[config.mk]
export PLATFORM = sky130hd
export DESIGN_NAME = script_bytecode_operand_walker_core
export DESIGN_NICKNAME = d
export VERILOG_FILES = /design/src/hw/rtl/sbow_pkg.sv /design/src/hw/rtl/sbow_step.sv /design/src/hw/rtl/script_bytecode_operand_walker_core.sv
export VERILOG_INCLUDE_DIRS = /design/src /design/src/hw/rtl
export SDC_FILE = /design/constraint.sdc
export NUM_CORES = 1
export LEC_CHECK = 0
export ABC_CLOCK_PERIOD_IN_PS = 2900
export BUFFER_PORTS_ARGS = -buffer_cell sky130_fd_sc_hd__buf_4
export CAP_MARGIN = 30
export CORE_MARGIN = 2
export CORE_UTILIZATION = 50
export CTS_BUF_LIST = sky130_fd_sc_hd__clkbuf_8
export CTS_CLUSTER_DIAMETER = 50
export DETAILED_ROUTE_END_ITERATION = 6
export PLACE_DENSITY = 0.79
export SLEW_MARGIN = 20
export SYNTH_ARGS = -nofsm -noshare
export SYNTH_HDL_FRONTEND = slang
export SYNTH_HIERARCHICAL = 1
export SYNTH_SLANG_ARGS = --single-unit
[constraint.sdc]
create_clock -name i_clk -period 2.9 [get_ports i_clk]
set_input_delay 0 -clock i_clk [delete_from_list [all_inputs] [get_ports i_clk]]
set_output_delay 0 -clock i_clk [all_outputs]
set_load 0.02 [all_outputs]
[src/hw/rtl/script_bytecode_operand_walker_core_defines.svh]
// ----------------------------------------------------------------------------
// Assertion macros for the bytecode operand walker
// Shared helpers that bind each check to the block clock and reset.
// ----------------------------------------------------------------------------
`ifndef SCRIPT_BYTECODE_OPERAND_WALKER_CORE_DEFINES_SVH
`define SCRIPT_BYTECODE_OPERAND_WALKER_CORE_DEFINES_SVH

// Same-cycle implication, checked while out of reset.
`define SBOW_ASSERT_NOW(lbl, ante, cons, msg) \
    lbl: assert property (@(posedge i_clk) disable iff (!i_rst_n) (ante) |-> (cons)) \
        else $error(msg);

// Next-cycle implication, checked while out of reset.
`define SBOW_ASSERT_NEXT(lbl, ante, cons, msg) \
    lbl: assert property (@(posedge i_clk) disable iff (!i_rst_n) (ante) |=> (cons)) \
        else $error(msg);

`endif

[src/hw/rtl/sbow_pkg.sv]
// ----------------------------------------------------------------------------
// Bytecode operand walker package
// Operand format table, mode and role codes, and the walker state types.
// ----------------------------------------------------------------------------
`default_nettype none

package sbow_pkg;

    // Operand modes: what the next byte of the stream is.
    localparam logic [2:0] MODE_OPCODE = 3'd0;
    localparam logic [2:0] MODE_IMM    = 3'd1;
    localparam logic [2:0] MODE_EXPR   = 3'd2;
    localparam logic [2:0] MODE_TOKARG = 3'd3;
    localparam logic [2:0] MODE_OFFSET = 3'd4;
    localparam logic [2:0] MODE_SEP    = 3'd5;
    localparam logic [2:0] MODE_TAG    = 3'd6;
    localparam logic [2:0] MODE_STR    = 3'd7;

    // List context.
    localparam logic [1:0] LIST_NONE = 2'd0;
    localparam logic [1:0] LIST_ONE  = 2'd1;
    localparam logic [1:0] LIST_TWO  = 2'd2;

    // Byte roles.
    localparam logic [2:0] ROLE_OPCODE   = 3'd0;
    localparam logic [2:0] ROLE_IMM      = 3'd1;
    localparam logic [2:0] ROLE_EXPR     = 3'd2;
    localparam logic [2:0] ROLE_EXPR_END = 3'd3;
    localparam logic [2:0] ROLE_TAG      = 3'd4;
    localparam logic [2:0] ROLE_STR_CHAR = 3'd5;
    localparam logic [2:0] ROLE_STR_END  = 3'd6;
    localparam logic [2:0] ROLE_OFFSET   = 3'd7;

    // Error codes.
    localparam logic [2:0] ERR_NONE    = 3'd0;
    localparam logic [2:0] ERR_OPCODE  = 3'd1;
    localparam logic [2:0] ERR_SEP     = 3'd2;
    localparam logic [2:0] ERR_TAG     = 3'd3;
    localparam logic [2:0] ERR_TRUNC   = 3'd4;

    // Operand format nibbles.
    localparam logic [3:0] NIB_U8     = 4'd1;
    localparam logic [3:0] NIB_U16    = 4'd2;
    localparam logic [3:0] NIB_U32    = 4'd3;
    localparam logic [3:0] NIB_EXPR   = 4'd4;
    localparam logic [3:0] NIB_OFFSET = 4'd5;
    localparam logic [3:0] NIB_LIST1  = 4'd6;
    localparam logic [3:0] NIB_LIST2  = 4'd7;
    localparam logic [3:0] NIB_STR    = 4'd8;

    // Format queues, next format in the low nibble.
    localparam logic [11:0] FMT_NONE          = 12'h000;
    localparam logic [11:0] FMT_U8            = 12'h001;
    localparam logic [11:0] FMT_U32           = 12'h003;
    localparam logic [11:0] FMT_OFFS          = 12'h005;
    localparam logic [11:0] FMT_LIST2         = 12'h007;
    localparam logic [11:0] FMT_STR           = 12'h008;
    localparam logic [11:0] FMT_UNKNOWN       = 12'h009;
    localparam logic [11:0] FMT_EXPR_OFFS     = 12'h054;
    localparam logic [11:0] FMT_LIST2_OFFS    = 12'h057;
    localparam logic [11:0] FMT_U8_LIST1      = 12'h061;
    localparam logic [11:0] FMT_U16_LIST1     = 12'h062;
    localparam logic [11:0] FMT_EXPR_LIST1    = 12'h064;
    localparam logic [11:0] FMT_EXPR_LIST2    = 12'h074;
    localparam logic [11:0] FMT_EXPR_LIST1_U8 = 12'h614;

    // Special stream bytes.
    localparam logic [7:0] BYTE_EXPR_END = 8'hFF;

    // Walker state.
    typedef struct packed {
        logic [31:0] position;
        logic [11:0] fmt_queue;
        logic [2:0]  mode;
        logic [2:0]  bytes_left;
        logic [31:0] offset_accum;
        logic [1:0]  list_ctx;
    } t_state;

    localparam t_state STATE_RESET = '{
        position:     32'd0,
        fmt_queue:    FMT_NONE,
        mode:         MODE_OPCODE,
        bytes_left:   3'd0,
        offset_accum: 32'd0,
        list_ctx:     LIST_NONE
    };

    // One result transaction.
    typedef struct packed {
        logic [31:0] byte_position;
        logic [2:0]  byte_role;
        logic        instruction_end;
        logic        offset_done;
        logic [31:0] offset_target;
        logic [2:0]  error_code;
    } t_result;

    // Opcode to operand format queue.
    function automatic logic [11:0] opcode_formats(input logic [7:0] op);
        logic [11:0] fm;
        case (op)
            8'h00:                                     fm = FMT_NONE;
            8'h13:                                     fm = FMT_U8;
            8'h01:                                     fm = FMT_STR;
            8'h04, 8'h16:                              fm = FMT_U8_LIST1;
            8'h03, 8'h09:                              fm = FMT_U16_LIST1;
            8'h05:                                     fm = FMT_EXPR_LIST1;
            8'h06, 8'h07, 8'h08:                       fm = FMT_EXPR_LIST1_U8;
            8'h0B, 8'h14, 8'h1C:                       fm = FMT_EXPR_OFFS;
            8'h10:                                     fm = FMT_LIST2_OFFS;
            8'h0C:                                     fm = FMT_OFFS;
            8'h0D:                                     fm = FMT_EXPR_LIST2;
            8'h0E, 8'h0F, 8'h11, 8'h12, 8'h15, 8'h1B, 8'h1D: fm = FMT_LIST2;
            8'h17, 8'h1F:                              fm = FMT_U32;
            default:                                   fm = FMT_UNKNOWN;
        endcase
        return fm;
    endfunction

endpackage

`default_nettype wire

[src/hw/rtl/sbow_step.sv]
// ----------------------------------------------------------------------------
// Bytecode operand walker step
// Combinational update of the walker state for one byte, with its result.
// ----------------------------------------------------------------------------
`default_nettype none

module sbow_step
    import sbow_pkg::*;
(
    input  wire t_state      i_state,
    input  wire logic [7:0]  i_code_byte,
    input  wire logic        i_last_byte,
    output t_state           o_state,
    output t_result          o_result
);

    t_state      n_st;
    t_result     res;
    logic        advance;
    logic        iend;
    logic [11:0] fm;
    logic [3:0]  nib;
    logic [1:0]  byte_idx;
    logic [31:0] accum_next;

    assign fm         = opcode_formats(i_code_byte);
    assign byte_idx   = 2'(3'd4 - i_state.bytes_left);
    assign accum_next = i_state.offset_accum | ({24'd0, i_code_byte} << {byte_idx, 3'b000});

    always_comb begin
        n_st          = i_state;
        n_st.position = i_state.position + 32'd1;
        advance       = 1'b0;
        iend          = 1'b0;
        nib           = 4'd0;

        res                 = '0;
        res.byte_position   = i_state.position;
        res.byte_role       = ROLE_OPCODE;
        res.error_code      = ERR_NONE;

        // Byte handling for the current operand mode.
        case (i_state.mode)
            MODE_IMM: begin
                res.byte_role = ROLE_IMM;
                if (i_state.bytes_left > 3'd1) begin
                    n_st.bytes_left = i_state.bytes_left - 3'd1;
                end else begin
                    n_st.bytes_left = 3'd0;
                    advance         = 1'b1;
                end
            end
            MODE_EXPR: begin
                if (i_code_byte == BYTE_EXPR_END) begin
                    res.byte_role = ROLE_EXPR_END;
                    if (i_state.list_ctx == LIST_ONE) begin
                        n_st.mode = MODE_SEP;
                    end else if (i_state.list_ctx == LIST_TWO) begin
                        n_st.mode = MODE_TAG;
                    end else begin
                        advance = 1'b1;
                    end
                end else begin
                    res.byte_role = ROLE_EXPR;
                    if (i_code_byte inside {8'h80, 8'hA0, 8'hC0, 8'hF8, 8'hF9}) begin
                        n_st.bytes_left = 3'd1;
                        n_st.mode       = MODE_TOKARG;
                    end else if (i_code_byte inside {8'hF1, 8'hF3, 8'hF6}) begin
                        n_st.bytes_left = 3'd2;
                        n_st.mode       = MODE_TOKARG;
                    end else if (i_code_byte == 8'hF2) begin
                        n_st.bytes_left = 3'd4;
                        n_st.mode       = MODE_TOKARG;
                    end
                end
            end
            MODE_TOKARG: begin
                res.byte_role = ROLE_EXPR;
                if (i_state.bytes_left > 3'd1) begin
                    n_st.bytes_left = i_state.bytes_left - 3'd1;
                end else begin
                    n_st.bytes_left = 3'd0;
                    n_st.mode       = MODE_EXPR;
                end
            end
            MODE_OFFSET: begin
                res.byte_role     = ROLE_OFFSET;
                n_st.offset_accum = accum_next;
                if (i_state.bytes_left > 3'd1) begin
                    n_st.bytes_left = i_state.bytes_left - 3'd1;
                end else begin
                    n_st.bytes_left   = 3'd0;
                    res.offset_done   = 1'b1;
                    res.offset_target = accum_next;
                    advance           = 1'b1;
                end
            end
            MODE_SEP: begin
                res.byte_role = ROLE_TAG;
                if (i_code_byte >= 8'd2) begin
                    res.error_code = ERR_SEP;
                end
                if (i_code_byte != 8'd0) begin
                    n_st.mode = MODE_EXPR;
                end else begin
                    n_st.list_ctx = LIST_NONE;
                    advance       = 1'b1;
                end
            end
            MODE_TAG: begin
                res.byte_role = ROLE_TAG;
                if (i_code_byte == 8'd0) begin
                    n_st.list_ctx = LIST_NONE;
                    advance       = 1'b1;
                end else if (i_code_byte == 8'd1) begin
                    n_st.mode = MODE_STR;
                end else if (i_code_byte == 8'd2) begin
                    n_st.mode = MODE_EXPR;
                end else begin
                    res.error_code = ERR_TAG;
                end
            end
            MODE_STR: begin
                if (i_code_byte == 8'd0) begin
                    res.byte_role = ROLE_STR_END;
                    if (i_state.list_ctx == LIST_TWO) begin
                        n_st.mode = MODE_TAG;
                    end else begin
                        advance = 1'b1;
                    end
                end else begin
                    res.byte_role = ROLE_STR_CHAR;
                end
            end
            default: begin
                // Opcode byte: load the operand format queue.
                res.byte_role   = ROLE_OPCODE;
                n_st.list_ctx   = LIST_NONE;
                n_st.bytes_left = 3'd0;
                if (fm == FMT_UNKNOWN) begin
                    res.error_code = ERR_OPCODE;
                    n_st.fmt_queue = FMT_NONE;
                    n_st.mode      = MODE_OPCODE;
                    iend           = 1'b1;
                end else begin
                    n_st.fmt_queue = fm;
                    advance        = 1'b1;
                end
            end
        endcase

        // Start the next pending operand format, or end the instruction.
        if (advance) begin
            if (n_st.fmt_queue != FMT_NONE) begin
                nib            = n_st.fmt_queue[3:0];
                n_st.fmt_queue = {4'd0, n_st.fmt_queue[11:4]};
                case (nib)
                    NIB_U8: begin
                        n_st.mode       = MODE_IMM;
                        n_st.bytes_left = 3'd1;
                    end
                    NIB_U16: begin
                        n_st.mode       = MODE_IMM;
                        n_st.bytes_left = 3'd2;
                    end
                    NIB_U32: begin
                        n_st.mode       = MODE_IMM;
                        n_st.bytes_left = 3'd4;
                    end
                    NIB_EXPR: begin
                        n_st.mode = MODE_EXPR;
                    end
                    NIB_OFFSET: begin
                        n_st.mode         = MODE_OFFSET;
                        n_st.bytes_left   = 3'd4;
                        n_st.offset_accum = 32'd0;
                    end
                    NIB_LIST1: begin
                        n_st.list_ctx = LIST_ONE;
                        n_st.mode     = MODE_EXPR;
                    end
                    NIB_LIST2: begin
                        n_st.list_ctx = LIST_TWO;
                        n_st.mode     = MODE_TAG;
                    end
                    NIB_STR: begin
                        n_st.mode = MODE_STR;
                    end
                    default: begin
                        // The format table holds no other nibble values.
                        n_st.fmt_queue = FMT_NONE;
                        n_st.mode      = MODE_OPCODE;
                        n_st.list_ctx  = LIST_NONE;
                        iend           = 1'b1;
                    end
                endcase
            end else begin
                n_st.mode     = MODE_OPCODE;
                n_st.list_ctx = LIST_NONE;
                iend          = 1'b1;
            end
        end

        // The final byte of a stream returns the walker to its reset state.
        if (i_last_byte) begin
            if (!iend) begin
                res.error_code = ERR_TRUNC;
            end
            n_st = STATE_RESET;
        end

        res.instruction_end = iend;
    end

    assign o_state  = n_st;
    assign o_result = res;

endmodule

`default_nettype wire

[src/hw/rtl/script_bytecode_operand_walker_core.sv]
// ----------------------------------------------------------------------------
// Bytecode operand walker core
// Classifies each byte of a script code stream and reports offsets and errors.
// ----------------------------------------------------------------------------
// The block takes one code byte per clock while the output side does not
// stall, and returns one result transaction per byte, in order. A byte passes
// an input register and then a result register: the result register loads
// when the byte moves on from the input register, which holds the byte while
// the result register is full and stalled. The walker state is updated by
// combinational logic as each byte moves from the input register into the
// result register, which sets the sustained rate at one byte per cycle.
// Stalls on the output side propagate back through the input register
// without losing or repeating any transaction. A byte flagged as the last of
// a stream resets the walker, so the next byte starts a new stream at
// position zero.
`default_nettype none
`include "script_bytecode_operand_walker_core_defines.svh"

module script_bytecode_operand_walker_core
    import sbow_pkg::*;
(
    input  wire logic        i_clk,
    input  wire logic        i_rst_n,

    input  wire logic        i_in_valid,
    output logic             o_in_stall,
    input  wire logic [7:0]  i_code_byte,
    input  wire logic        i_last_byte,

    output logic             o_out_valid,
    input  wire logic        i_out_stall,
    output logic [31:0]      o_byte_position,
    output logic [2:0]       o_byte_role,
    output logic             o_instruction_end,
    output logic             o_offset_done,
    output logic [31:0]      o_offset_target,
    output logic [2:0]       o_error_code
);

    logic       r_in_valid;
    logic [7:0] r_in_byte;
    logic       r_in_last;
    logic       r_out_valid;
    t_result    r_res;
    t_state     r_state;
    t_state     n_state;
    t_result    n_res;
    logic       out_free;
    logic       in_move;
    logic       in_accept;

    // Handshake: the result register frees when empty or taken.
    assign out_free   = !r_out_valid || !i_out_stall;
    assign in_move    = r_in_valid && out_free;
    assign o_in_stall = r_in_valid && !out_free;
    assign in_accept  = i_in_valid && !o_in_stall;

    // Per-byte walker update.
    sbow_step u_step (
        .i_state     (r_state),
        .i_code_byte (r_in_byte),
        .i_last_byte (r_in_last),
        .o_state     (n_state),
        .o_result    (n_res)
    );

    // Control state.
    always_ff @(posedge i_clk) begin
        if (!i_rst_n) begin
            r_in_valid  <= 1'b0;
            r_out_valid <= 1'b0;
            r_state     <= STATE_RESET;
        end else begin
            if (in_accept) begin
                r_in_valid <= 1'b1;
            end else if (in_move) begin
                r_in_valid <= 1'b0;
            end
            if (in_move) begin
                r_out_valid <= 1'b1;
                r_state     <= n_state;
            end else if (out_free) begin
                r_out_valid <= 1'b0;
            end
        end
    end

    // Payload registers.
    always_ff @(posedge i_clk) begin
        if (in_accept) begin
            r_in_byte <= i_code_byte;
            r_in_last <= i_last_byte;
        end
        if (in_move) begin
            r_res <= n_res;
        end
    end

    assign o_out_valid       = r_out_valid;
    assign o_byte_position   = r_res.byte_position;
    assign o_byte_role       = r_res.byte_role;
    assign o_instruction_end = r_res.instruction_end;
    assign o_offset_done     = r_res.offset_done;
    assign o_offset_target   = r_res.offset_target;
    assign o_error_code      = r_res.error_code;

    // A transaction waiting in the input register is kept until it moves on.
    `SBOW_ASSERT_NEXT(a_in_held, r_in_valid && !out_free, r_in_valid,
        "input transaction dropped while the result register was full")

    // The end of a stream brings the position count back to zero.
    `SBOW_ASSERT_NEXT(a_stream_restart, in_move && r_in_last, r_state.position == 32'd0,
        "position not cleared after the last byte of a stream")

    // A truncated stream never reports a completed instruction.
    `SBOW_ASSERT_NOW(a_trunc_no_end, r_out_valid && (r_res.error_code == ERR_TRUNC),
        !r_res.instruction_end, "truncation reported on a completed instruction")

    // Only an offset byte can complete an offset operand.
    `SBOW_ASSERT_NOW(a_offset_role, r_out_valid && r_res.offset_done,
        r_res.byte_role == ROLE_OFFSET, "offset completion on a byte of another role")

    // The offset value is zero unless an offset completes.
    `SBOW_ASSERT_NOW(a_target_zero, r_out_valid && !r_res.offset_done,
        r_res.offset_target == 32'd0, "offset target set without a completed offset")

endmodule

`default_nettype wire

# ---- Word level (Yosys, flattened, before mapping)
# Memories as Yosys holds them, arrays and structs flattened. A register that Yosys moved wholly into a read port is not among the register bits.
# Index checks and enable logic that the tools add are counted.
dict set report word_totals {
  romBits 288
  latchBits 0
  mem_bits_rw 0
  inputBits 13
  ff_bits 167
  word_cells 158
  output_inout_bits 74
  memories 1
}
dict set report classes {
  n_shift 1
  magnitude_cmp 2
  n_div 0
  n_eq_ne 37
  reduce_logical 30
  bitwise 2
  mux 66
  multipliers 0
  addsub 3
}
# name words word_bits read_ports rd_ports_with_merged_regs write_ports line_no
set mem_list {}
lappend mem_list {{(name not given)} 32 9 1 1 0 sbow_pkg.sv:102} ;# case (op)
# cell count
set op_table {}
lappend op_table {{two-way mux 84 bit} 1}
lappend op_table {{== test 8 bit (second input constant)} 10}
lappend op_table {{two-way mux 32 bit} 2}
lappend op_table {{two-way mux 52 bit} 1}
lappend op_table {{two-way mux 3 bit} 17}
lappend op_table {{two-way mux 12 bit} 4}
lappend op_table {{case mux 3 bit (6 select lines)} 2}
lappend op_table {{two-way mux 35 bit} 1}
lappend op_table {{two-way mux 33 bit} 1}
lappend op_table {{adder 32 x 1 -> 32 bit (second input constant)} 1}
lappend op_table {{OR 32 bit} 1}
lappend op_table {{<< shifter 8 x 5 -> 32 bit} 1}
lappend op_table {{case mux 3 bit (3 select lines)} 3}
lappend op_table {{two-way mux 1 bit} 19}
lappend op_table {{two-way mux 6 bit} 3}
lappend op_table {{== test 4 x 3 -> 1 bit (second input constant)} 4}
lappend op_table {{nonzero test 8 bit} 2}
lappend op_table {{case mux 3 bit (5 select lines)} 1}
lappend op_table {{== test 12 x 4 -> 1 bit (second input constant)} 1}
lappend op_table {{== test 3 bit (second input constant)} 4}
lappend op_table {{two-way mux 2 bit} 6}
lappend op_table {{case mux 2 bit (3 select lines)} 2}
lappend op_table {{nonzero test 12 bit} 1}
lappend op_table {{OR reduction 2 bit} 5}
lappend op_table {{other kinds (36)} 48}

# ---- Longest topological paths before layout
# Gate-level depths: netlist of the first run.
dict set report logic_depth {
  word_depth 12
  mapped_depth 16
}

# ---- By module
# Netlist of the first run, hierarchy kept.
# mod area_each_um2 cells_each seq_area_each_um2 n_inst
set modules_own_cells {}
lappend modules_own_cells {script_bytecode_operand_walker_core 5844.4 453 4154.0 1}
lappend modules_own_cells {sbow_step 3387.0 590 0.0 1}

# ---- Least setup slack after synthesis of the first run
# OpenSTA, ideal clock, no wires.
dict set report synth_path {
  path_type {flip-flop to flip-flop}
  start {register r_in_byte[0]}
  end {register r_state[34] (netlist bit)}
  n_path_buf 3
  period_less_slack_ns 3.092
  slack_ns -0.192
  stages_incl_launch_ff 16
  arrival_ns 3.020
  cell_sequence {edfxtp_1 > clkbuf_1 > inv_1 > ha_1 > clkbuf_1 > mux2_2 > a32o_1 > nand3b_1 > o21ai_0 > and3_1 > buf_2 > nor4_4 > nor2_2 > a2111oi_2 > nand2_1 > mux2i_1}
}
# element line_no
set synth_lines {}
lappend synth_lines {{start, declared} script_bytecode_operand_walker_core.sv:41} ;# logic [7:0] r_in_byte;
lappend synth_lines {{start signal, assigned} script_bytecode_operand_walker_core.sv:91} ;# r_in_byte <= i_code_byte;
lappend synth_lines {{end signal, assigned} script_bytecode_operand_walker_core.sv:81} ;# r_state <= n_state;
lappend synth_lines {{end, declared} script_bytecode_operand_walker_core.sv:45} ;# t_state r_state;

==> impl_metrics.env, run 1 <==
export IMPL_first_pass_iters=5
export IMPL_grt_overflow_total=0
export IMPL_clockRootBuffer="clkbuf_8"
export IMPL_final_common_cell="nand2_1"
export IMPL_crit_chain="inv_4 > buf_12 > ha_4 > mux2_2 > a32o_2 > nand3b_1 > o21ai_1 > and3_4 > buf_6 > o211ai_1 > o2111ai_1 > a211oi_1 > nand2_1 > mux2i_1"
export IMPL_wl_met3_um=1060
export IMPL_start_kind="flop"
export IMPL_top_layer="met4"
export IMPL_place_congestion=0.918
export IMPL_report_final_slew_viol_count=0
export IMPL_status="completed"
export IMPL_num_io_pins=87
export IMPL_place_port_buffers=86
export IMPL_netlist_area_um2=9230
export IMPL_power_density_nw_per_um2=459
export IMPL_wl_met2_um=10900
export IMPL_hpwl_um=14100
export IMPL_crit_slowest_cell="edfxtp_1"
export IMPL_ant_nets=0
export IMPL_layout_drive_gt1_share_pct=21.5
export IMPL_grt_max_degree=131
export IMPL_dp_cells=1323
export IMPL_ys_flop_type="dfxtp_1"
export IMPL_peakVddDrop_uv=390
export IMPL_die_y_um=140
export IMPL_numCtsBuffers=17
export IMPL_synth_edf_count=81
export IMPL_place_ws_ns=-0.125
export IMPL_synthArstFlopShare_pct=0
export IMPL_drt_initial_drc_count=593
export IMPL_worst_setup_path_end_kind="flop"
export IMPL_hold_violations=0
export IMPL_p_leak_nw=3.87
export IMPL_holdWs_ns=0.112
export IMPL_ys_warnings_count=6
export IMPL_synth_ff_latch_count=167
export IMPL_fill_cells=1574
export IMPL_fmax_mhz=349
export IMPL_grt_pass1_vias=7197
export IMPL_antenna_found_initial=0
export IMPL_fin_ws_ns=0.0380
export IMPL_cts_num_sinks=167
export IMPL_worstPathRequired_ns=3.29
export IMPL_antenna_cells=0
export IMPL_viasPerCell=5.58
export IMPL_maxSlewHeadroom_pct=43.8
export IMPL_drt_wl_total_um=21700
export IMPL_finalInstanceArea_um2=11000
export IMPL_skew_ns=0.0203
export IMPL_seq_area_um2=4150
export IMPL_cts_htree_levels=4
export IMPL_vias=7695
export IMPL_multi_input_area_um2=4560
export IMPL_postSynthCellCount=1043
export IMPL_tritoncts="done"
export IMPL_setup_viol=0
export IMPL_ys_seq_area_share_pct=45.0
export IMPL_final_cell_mix="209 x nand2_1, 157 x buf_4, 121 x nor2_1, 91 x a21oi_1, 88 x mux2i_1"
export IMPL_critPathMaxFanout=7
export IMPL_synth_cell_type_count=73
export IMPL_finalCriticalPeriod_ns=2.86
export IMPL_cts_buffer_depth=2
export IMPL_drcViolationCount=0
export IMPL_holdCritPathClass="in2reg"
export IMPL_syn_area_per_cell_um2=8.85
export IMPL_grt_first_pass_wirelength_um=35000
export IMPL_fin_cells=1380
export IMPL_core_area_um2=18000
export IMPL_cap_viol_max_count=0
export IMPL_dieArea_um2=19600
export IMPL_die_w_um=140
export IMPL_layout_nets=1161
export IMPL_worstSetupPathType="reg2reg"
export IMPL_placedInstanceArea_um2=10100
export IMPL_area_growth_pct=19.0
export IMPL_clkSlewWorstSetupHoldPaths_ns=0.09
export IMPL_timing_final_crit_share_pct=98.7
export IMPL_m1WireLength_um=9270
export IMPL_cp_arrival_ns=3.25
export IMPL_cpPeakStageDelay_ns=0.51
export IMPL_clock_latency_ns=0.47
export IMPL_syn_nets=1066
export IMPL_rsz0062_at_grt="true"
export IMPL_worst_slew_pin_slew_ns=0.844
export IMPL_rows=49
export IMPL_initial_utilization_pct=51.2
export IMPL_routedWlPerCell_um=15.7
export IMPL_track_usage_pct=21.7
export IMPL_utilization_pct=61.0
==> worst max-delay path, delay by kind of cell, from the launching register on <==
| kind | cells | cell delay [ns] |
|---|---|---|
| adder cells (fa/ha/maj) | 1 | 0.19 |
| multiplexers | 2 | 0.38 |
| AND/OR/NAND/NOR | 3 | 0.41 |
| buffers and inverters | 3 | 0.34 |
| flip-flops | 1 | 0.51 |
| AO/OA/AOI/OAI | 5 | 0.97 |
==> state kept, by name, summed over array words and instances (netlist names) <==
signal / flops
r_state: 84
o_byte_position: 32
o_offset_target: 32
r_in_byte: 8
o_byte_role: 3
o_error_code: 3
o_instruction_end: 1
o_offset_done: 1
o_out_valid: 1
r_in_last: 1
r_in_valid: 1
==> where the power goes <==
part / leakage, nW / internal [mW] / switching [mW]
combinational: 2.21 / 0.262 / 0.365
sequential: 1.43 / 2.52 / 0.0278
clock: 0.231 / 0.961 / 0.900
==> layer usage <==
layer  track usage (%)  up-vias
li1                  -     3779
met1              27.5     3645
met2              37.6      231
met3              3.85       40
met4              7.16        0
met5                 0        -
==> metrics by stage <==
stage | TNS [ns] | power (mW)
2_1_floorplan | -0.0215 | 2.97
3_3_place_gp | -0.588 | 3.16
3_5_place_dp | -2.52 | 3.16
4_1_cts | 0 | 5.04
5_1_grt | -1.84 | 5.22
6_report | 0 | 5.04
==> cells by family after synthesis <==
| kind of cell | share of synthesized area (%) |
|---|---|
| buffers and inverters | 7.71 |
| adders and majority gates | 1.36 |
| AOI/OAI and AO/OA | 12.5 |
| and+or+nand+nor | 21.2 |
| DFF | 45.0 |
| xor gates and xnor gates | 2.47 |
| muxes | 9.77 |
==> worst paths after layout <==
| path | startpoint | slack, ns | end | depth (start not counted) |
|---|---|---|---|---|
| max | r_in_byte[1] | 0.04 | r_state[0] | 14 |
| min | i_rst_n | 0.11 | r_state[17] | 3 |
| max reg2reg | r_in_byte[1] | 0.04 | r_state[0] | 14 |
| min reg2reg | r_state[42] | 0.46 | r_state[42] | 2 |
==> cell type report <==
type | instances | share of cell area [%]
timing repair buffer | 180 | 13.4
clock buffer | 17 | 2.13
inverter | 17 | 0.649
tap | 229 | 2.61
multi-input combinational | 755 | 41.5
clock inverter | 15 | 1.94
sequential | 167 | 37.8
==> cell usage after synthesis (5+ instances only) <==
library cell  number  share of area (%)
buf_4             36                2.9
o211ai_1           5               0.41
xnor2_1           10               0.95
nand4_1            8               0.54
nand2_1          210                8.5
nor2b_1           10               0.68
buf_2             20                1.1
edfxtp_1          81                 26
a211oi_1           5               0.41
mux2i_1           89                9.7
nand3_1           15               0.81
buf_6             13                1.6
clkbuf_1          32                1.3
nand2b_1           9               0.61
nor3_1            17               0.92
and2_1            10               0.68
xor2_1            16                1.5
ha_1              10                1.4
nor2_1           123                5.0
a22oi_1            8               0.65
inv_1             17               0.69
dfxtp_1           86                 19
and3_1             9               0.61
a21oi_1           91                4.9
o22ai_1            8               0.54
o21ai_0           22                1.2
or3_1             10               0.68
==> repair_timing <==
| action | in CTS | in global routing |
|---|---|---|
| resized for setup | 4 | 40 |
| setup buffers | 8 | 3 |
| pin swaps | 3 | 22 |
| gates cloned | 0 | 2 |
| hold buffers | 12 | 0 |
| endpoints found under the setup margin | 43 | 52 |
| endpoints found under the hold margin | 11 | 0 |
Power figures use the tool's default switching activity.
==> run 2: changes to the inputs <==
Settings changed: REMOVE_ABC_BUFFERS set to 1.
==> impl_metrics.env, run 2 (synthesis gave the netlist of run 1 again) <==
export IMPL_holdPathEnd="r_state[77]"
export IMPL_holdCritPathClass="in2reg"
export IMPL_drt_initial_drc_count=672
export IMPL_ant_nets=0
export IMPL_whs_path_depth=3
export IMPL_layout_nets=1155
export IMPL_cp_arrival_ns=3.30
export IMPL_numCtsBuffers=17
export IMPL_rows=49
export IMPL_initial_utilization_pct=51.2
export IMPL_core_area_um2=18000
export IMPL_fmax_mhz=344
export IMPL_hold_violations=0
export IMPL_ff2ff_path_depth=14
export IMPL_largest_register_ffs=84
export IMPL_setup_viol=4
export IMPL_cap_viol_max_count=0
export IMPL_place_congestion=0.965
export IMPL_dp_cells=1316
export IMPL_worstReg2RegEnd="r_state[26]"
export IMPL_clockRootBuffer="clkbuf_8"
export IMPL_maxSlewHeadroom_pct=48.7
export IMPL_status="finished with violations"
export IMPL_grt_overflow_total=0
export IMPL_grt_max_degree=93
export IMPL_dieArea_um2=19600
export IMPL_antenna_cells=0
export IMPL_total_power_mw=4.88
export IMPL_fill_cells=1565
export IMPL_report_final_slew_viol_count=0
export IMPL_die_y_um=140
export IMPL_drt_wl_total_um=21500
export IMPL_largest_register="r_state"
export IMPL_skew_ns=0.0142
export IMPL_clock_latency_ns=0.46
export IMPL_viasPerCell=5.60
export IMPL_finalCriticalPeriod_ns=2.91
export IMPL_violations="negative setup slack"
export IMPL_holdWs_ns=0.117
export IMPL_fin_cells=1374
export IMPL_num_io_pins=87
export IMPL_seq_area_um2=4150
export IMPL_regToRegStartpoint="r_in_byte[0]"
export IMPL_worstPathRequired_ns=3.30
export IMPL_hpwl_um=13300
export IMPL_vias=7693
export IMPL_cts_buffer_depth=2
export IMPL_track_usage_pct=20.8
export IMPL_min_from="i_rst_n"
export IMPL_clkSlewWorstSetupHoldPaths_ns=0.09
export IMPL_multi_input_area_um2=4530
export IMPL_rsz0062_at_grt="true"
export IMPL_area_growth_pct=18.0
export IMPL_finalInstanceArea_um2=10900
export IMPL_worstSetupPathType="reg2reg"
export IMPL_grt_pass1_vias=6963
export IMPL_worst_slew_pin_slew_ns=0.770
export IMPL_timing_final_crit_share_pct=100
export IMPL_routedWlPerCell_um=15.6
export IMPL_cts_num_sinks=167
export IMPL_power_density_nw_per_um2=448
export IMPL_utilization_pct=60.4
export IMPL_ff2ff_setup_slack_ns=-0.005
export IMPL_p_leak_nw=3.82
export IMPL_critPathMaxFanout=16
export IMPL_fin_ws_ns=-0.00544
export IMPL_final_cell_mix="210 x nand2_1, 150 x buf_4, 108 x nor2_1, 90 x a21oi_1, 89 x mux2i_1"
export IMPL_first_pass_iters=5
export IMPL_grt_first_pass_wirelength_um=33700
export IMPL_cts_htree_levels=4
export IMPL_start_kind="flop"
export IMPL_tritoncts="done"
export IMPL_peakVddDrop_uv=281
export IMPL_final_common_cell="nand2_1"
export IMPL_die_w_um=140
export IMPL_worst_setup_path_end_kind="flop"
export IMPL_antenna_found_initial=0
export IMPL_drcViolationCount=0
export IMPL_place_port_buffers=86
export IMPL_placedInstanceArea_um2=10100
export IMPL_layout_drive_gt1_share_pct=20.8
==> run 2: cell count changes in the layout (fill, tap and decap cells not counted), sizes merged <==
cell and delta:
inv -4, clkbuf +5, buf -8, clkinv +1, clkinvlp +1, and3 +1, bufinv -2
==> run 2: worst max path at each step <==
stage,to,slack [ns],startpoint,cells after the start
after floorplan,r_state[0],-3.60,o_out_valid,2
after global placement,r_state[36],-0.01,r_in_byte[0],11
after detailed placement,r_state[36],-0.07,r_in_byte[0],14
after CTS,r_state[36],0.003,r_in_byte[0],11
after global routing,r_state[39],-0.17,r_in_byte[1],13
final,r_state[26],-0.005,r_in_byte[0],14
==> run 2: final cells by class <==
class                   instances  share of cell area [%]
clock buffers                  21                    2.65
clock inverters                11                    1.14
inverters                      17                   0.586
multi-input cells             756                    41.6
flip-flops and latches        167                    38.1
well taps                     229                    2.63
repair buffers                173                    13.3
==> run 2: layer usage <==
| layer | global-route usage, % | vias to the layer above | share of wire (%) |
|---|---|---|---|
| met5 | 0 | - | 0 |
| met4 | 7.16 | 0 | 2.0 |
| met3 | 3.13 | 39 | 4.6 |
| met2 | 35.2 | 237 | 50 |
| met1 | 27.2 | 3654 | 44 |
| li1 | - | 3763 | - |
==> run 2: timing repair <==
| action | in CTS | in global routing |
|---|---|---|
| pin swaps | 1 | 14 |
| cloned | 0 | 3 |
| endpoints found under the setup margin | 38 | 50 |
| hold endpoints to repair | 11 | 0 |
| buffers inserted | 0 | 11 |
| hold buffers | 12 | 0 |
| resized for setup | 4 | 39 |
==> run 2: critical path, stage by stage (launching register included) <==
cell       delay (ns)
edfxtp_1         0.45
buf_6            0.17
ha_4             0.17
mux2i_1          0.14
o32ai_1          0.11
a311o_1          0.36
a22oi_2          0.20
and3_4           0.25
nor4_4           0.05
buf_4            0.16
a21o_4           0.26
clkbuf_16        0.19
nor2_1           0.12
nand2_1          0.06
mux2i_1          0.14
==> run 2: power by group <==
group | internal (mW) | switching (mW) | total, mW
clock network | 0.859 | 0.857 | 1.72
registers | 2.52 | 0.0281 | 2.55
logic | 0.252 | 0.358 | 0.610
total | 3.64 | 1.24 | 4.88
==> run 2: through the flow <==
step / setup WS (ns) / TNS, ns
after global routing: -0.175 / -2.73
after floorplan: -3.60 / -558.88
final: -0.00544 / -0.0137
after global placement: -0.0138 / -0.0138
after detailed placement: -0.0715 / -0.230
after CTS: 0.00288 / 0
==> run 3: changes to the inputs <==
Settings changed: ABC_CLOCK_PERIOD_IN_PS 2900 to 2550.
Clock period 2.9 ns to 2.55 ns, I/O delays scaled along.
==> impl_metrics.env, run 3 (synthesis gave the netlist of run 1 again) <==
export IMPL_layout_nets=1216
export IMPL_clock_latency_ns=0.47
export IMPL_ant_nets=0
export IMPL_p_leak_nw=4.14
export IMPL_crit_slowest_cell="edfxtp_1"
export IMPL_worst_slew_pin_slew_ns=0.722
export IMPL_rows=49
export IMPL_skew_ns=0.0282
export IMPL_drt_initial_drc_count=503
export IMPL_worst_setup_path_end_kind="flop"
export IMPL_total_power_mw=5.59
export IMPL_clkSlewWorstSetupHoldPaths_ns=0.08
export IMPL_power_density_nw_per_um2=474
export IMPL_numCtsBuffers=17
export IMPL_regToRegStartpoint="r_in_byte[1]"
export IMPL_start_kind="flop"
export IMPL_worstPathRequired_ns=2.93
export IMPL_tritoncts="done"
export IMPL_grt_max_degree=103
export IMPL_viasPerCell=5.73
export IMPL_crit_start="r_in_byte[1]"
export IMPL_grt_first_pass_wirelength_um=38300
export IMPL_place_congestion=0.916
export IMPL_drcViolationCount=0
export IMPL_critPathMaxFanout=6
export IMPL_core_area_um2=18000
export IMPL_power_switching_share_pct=26.7
export IMPL_area_growth_pct=27.6
export IMPL_crit_top_cell="buf_6"
export IMPL_setup_tns_final_ns=-7.68
export IMPL_p_sw_mw=1.49
export IMPL_largest_register="r_state"
export IMPL_cts_buffer_depth=2
export IMPL_maxSlewHeadroom_pct=51.8
export IMPL_final_common_cell="nand2_1"
export IMPL_timing_final_crit_share_pct=110
export IMPL_fin_cells=1435
export IMPL_die_y_um=140
export IMPL_rsz0062_at_grt="true"
export IMPL_dieArea_um2=19600
export IMPL_ff2ff_path_depth=14
export IMPL_layout_drive_gt1_share_pct=29.5
export IMPL_antenna_cells=0
export IMPL_cp_arrival_ns=3.19
export IMPL_cpPeakStageDelay_ns=0.45
export IMPL_grt_pass1_vias=7835
export IMPL_worstReg2RegEnd="r_state[0]"
export IMPL_clkPwrFrac_pct=33.1
export IMPL_holdCritPathClass="in2reg"
export IMPL_crit_chain="buf_6 > ha_4 > mux2_4 > a32o_2 > nand3b_1 > o21ai_2 > and3_4 > buf_6 > buf_6 > o211ai_1 > o2111ai_2 > a211oi_2 > nand2_1 > mux2i_1"
export IMPL_antenna_found_initial=0
export IMPL_power_frac_seq_pct=51.9
export IMPL_peakVddDrop_uv=335
export IMPL_hold_violations=0
export IMPL_path_buf_inv=3
export IMPL_fin_ws_ns=-0.263
export IMPL_clockRootBuffer="clkbuf_8"
export IMPL_vias=8218
export IMPL_combinationalPowerShare_pct=14.9
export IMPL_drt_wl_total_um=24200
export IMPL_routedWlPerCell_um=16.9
export IMPL_grt_overflow_total=0
export IMPL_status="finished with violations"
export IMPL_setup_viol=52
export IMPL_holdPathEnd="r_in_byte[5]"
export IMPL_place_ws_ns=-0.351
export IMPL_cap_viol_max_count=0
export IMPL_whs_path_depth=2
export IMPL_first_pass_iters=7
export IMPL_final_cell_mix="204 x nand2_1, 201 x buf_4, 90 x nor2_1, 87 x mux2i_1, 87 x a21oi_1"
export IMPL_hpwl_um=14300
export IMPL_place_port_buffers=86
export IMPL_fmax_mhz=356
export IMPL_dp_cells=1364
export IMPL_num_io_pins=87
export IMPL_intPower_mw=4.10
export IMPL_finalCriticalPeriod_ns=2.81
export IMPL_min_from="i_code_byte[5]"
export IMPL_report_final_slew_viol_count=0
export IMPL_violations="negative setup slack"
export IMPL_largest_register_ffs=84
export IMPL_cts_num_sinks=167
export IMPL_critPathTopFamily="compound AO/OA/AOI/OAI gates"
export IMPL_die_w_um=140
export IMPL_worstSetupPathType="reg2reg"
export IMPL_cts_htree_levels=4
export IMPL_initial_utilization_pct=51.2
export IMPL_track_usage_pct=24.0
export IMPL_ff2ff_setup_slack_ns=-0.26
-- run 3: repair_timing --
item	in CTS	in global routing
hold buffers	13	0
gates resized for setup	97	59
setup endpoints to repair	53	60
pin swaps	57	33
hold endpoints to repair	23	0
buffers inserted	18	8
cloned	3	0
-- run 3: worst max path at each step --
stage	endpoint	cells after the start	slack [ns]
after detailed placement	r_state[0]	15	-0.35
after global routing	r_state[0]	14	-0.38
after global placement	r_state[0]	15	-0.35
after CTS	r_state[0]	14	-0.22
final	r_state[0]	14	-0.26
after floorplan	r_state[0]	2	-3.95
-- run 3: power groups by stage --
stage / Clock (mW) / Combinational (mW) / Sequential, mW
finish: 1.85 / 0.835 / 2.90
CTS: 1.88 / 0.778 / 2.90
global placement: 0 / 0.660 / 2.96
floorplan: 0 / 0.265 / 3.07
global route: 2.00 / 0.878 / 2.91
detailed placement: 0 / 0.662 / 2.96
-- run 3: worst register-to-register path: stages, from the launching register on --
cell       delay [ns]
edfxtp_1         0.45
buf_6            0.17
ha_4             0.17
mux2_4           0.26
a32o_2           0.23
nand3b_1         0.11
o21ai_2          0.06
and3_4           0.20
buf_6            0.13
buf_6            0.11
o211ai_1         0.28
o2111ai_2        0.18
a211oi_2         0.19
nand2_1          0.07
mux2i_1          0.13
-- run 3: routing by layer --
| metal | global-route usage [%] | routed length (µm) | vias up |
|---|---|---|---|
| met1 | 29.6 | 9820 | 3895 |
| met4 | 10.0 | 824 | 0 |
| li1 | - | - | 3887 |
| met2 | 41.0 | 12100 | 357 |
| met5 | 0 | 0 | - |
| met3 | 4.71 | 1500 | 79 |
-- run 3: cell type report --
cell class	instances	area (µm²)
clock buffer	17	234
clock inverter	15	138
fill	1397	6240
inverter	17	63.8
multi-input combinational	755	4920
sequential	167	4160
tap	229	287
timing repair buffer	235	1980
-- run 3: per-stage QoR --
| step | utilization (%) | hold slack [ns] | instance area, µm² |
|---|---|---|---|
| detailed placement | 57.8 | 0.180 | 10400 |
| CTS | 64.0 | 0.236 | 11500 |
| global placement | 57.8 | 0.179 | 10400 |
| floorplan | - | 0.0989 | 8580 |
| global route | 65.4 | 0.241 | 11800 |
| finish | 65.4 | 0.261 | 11800 |
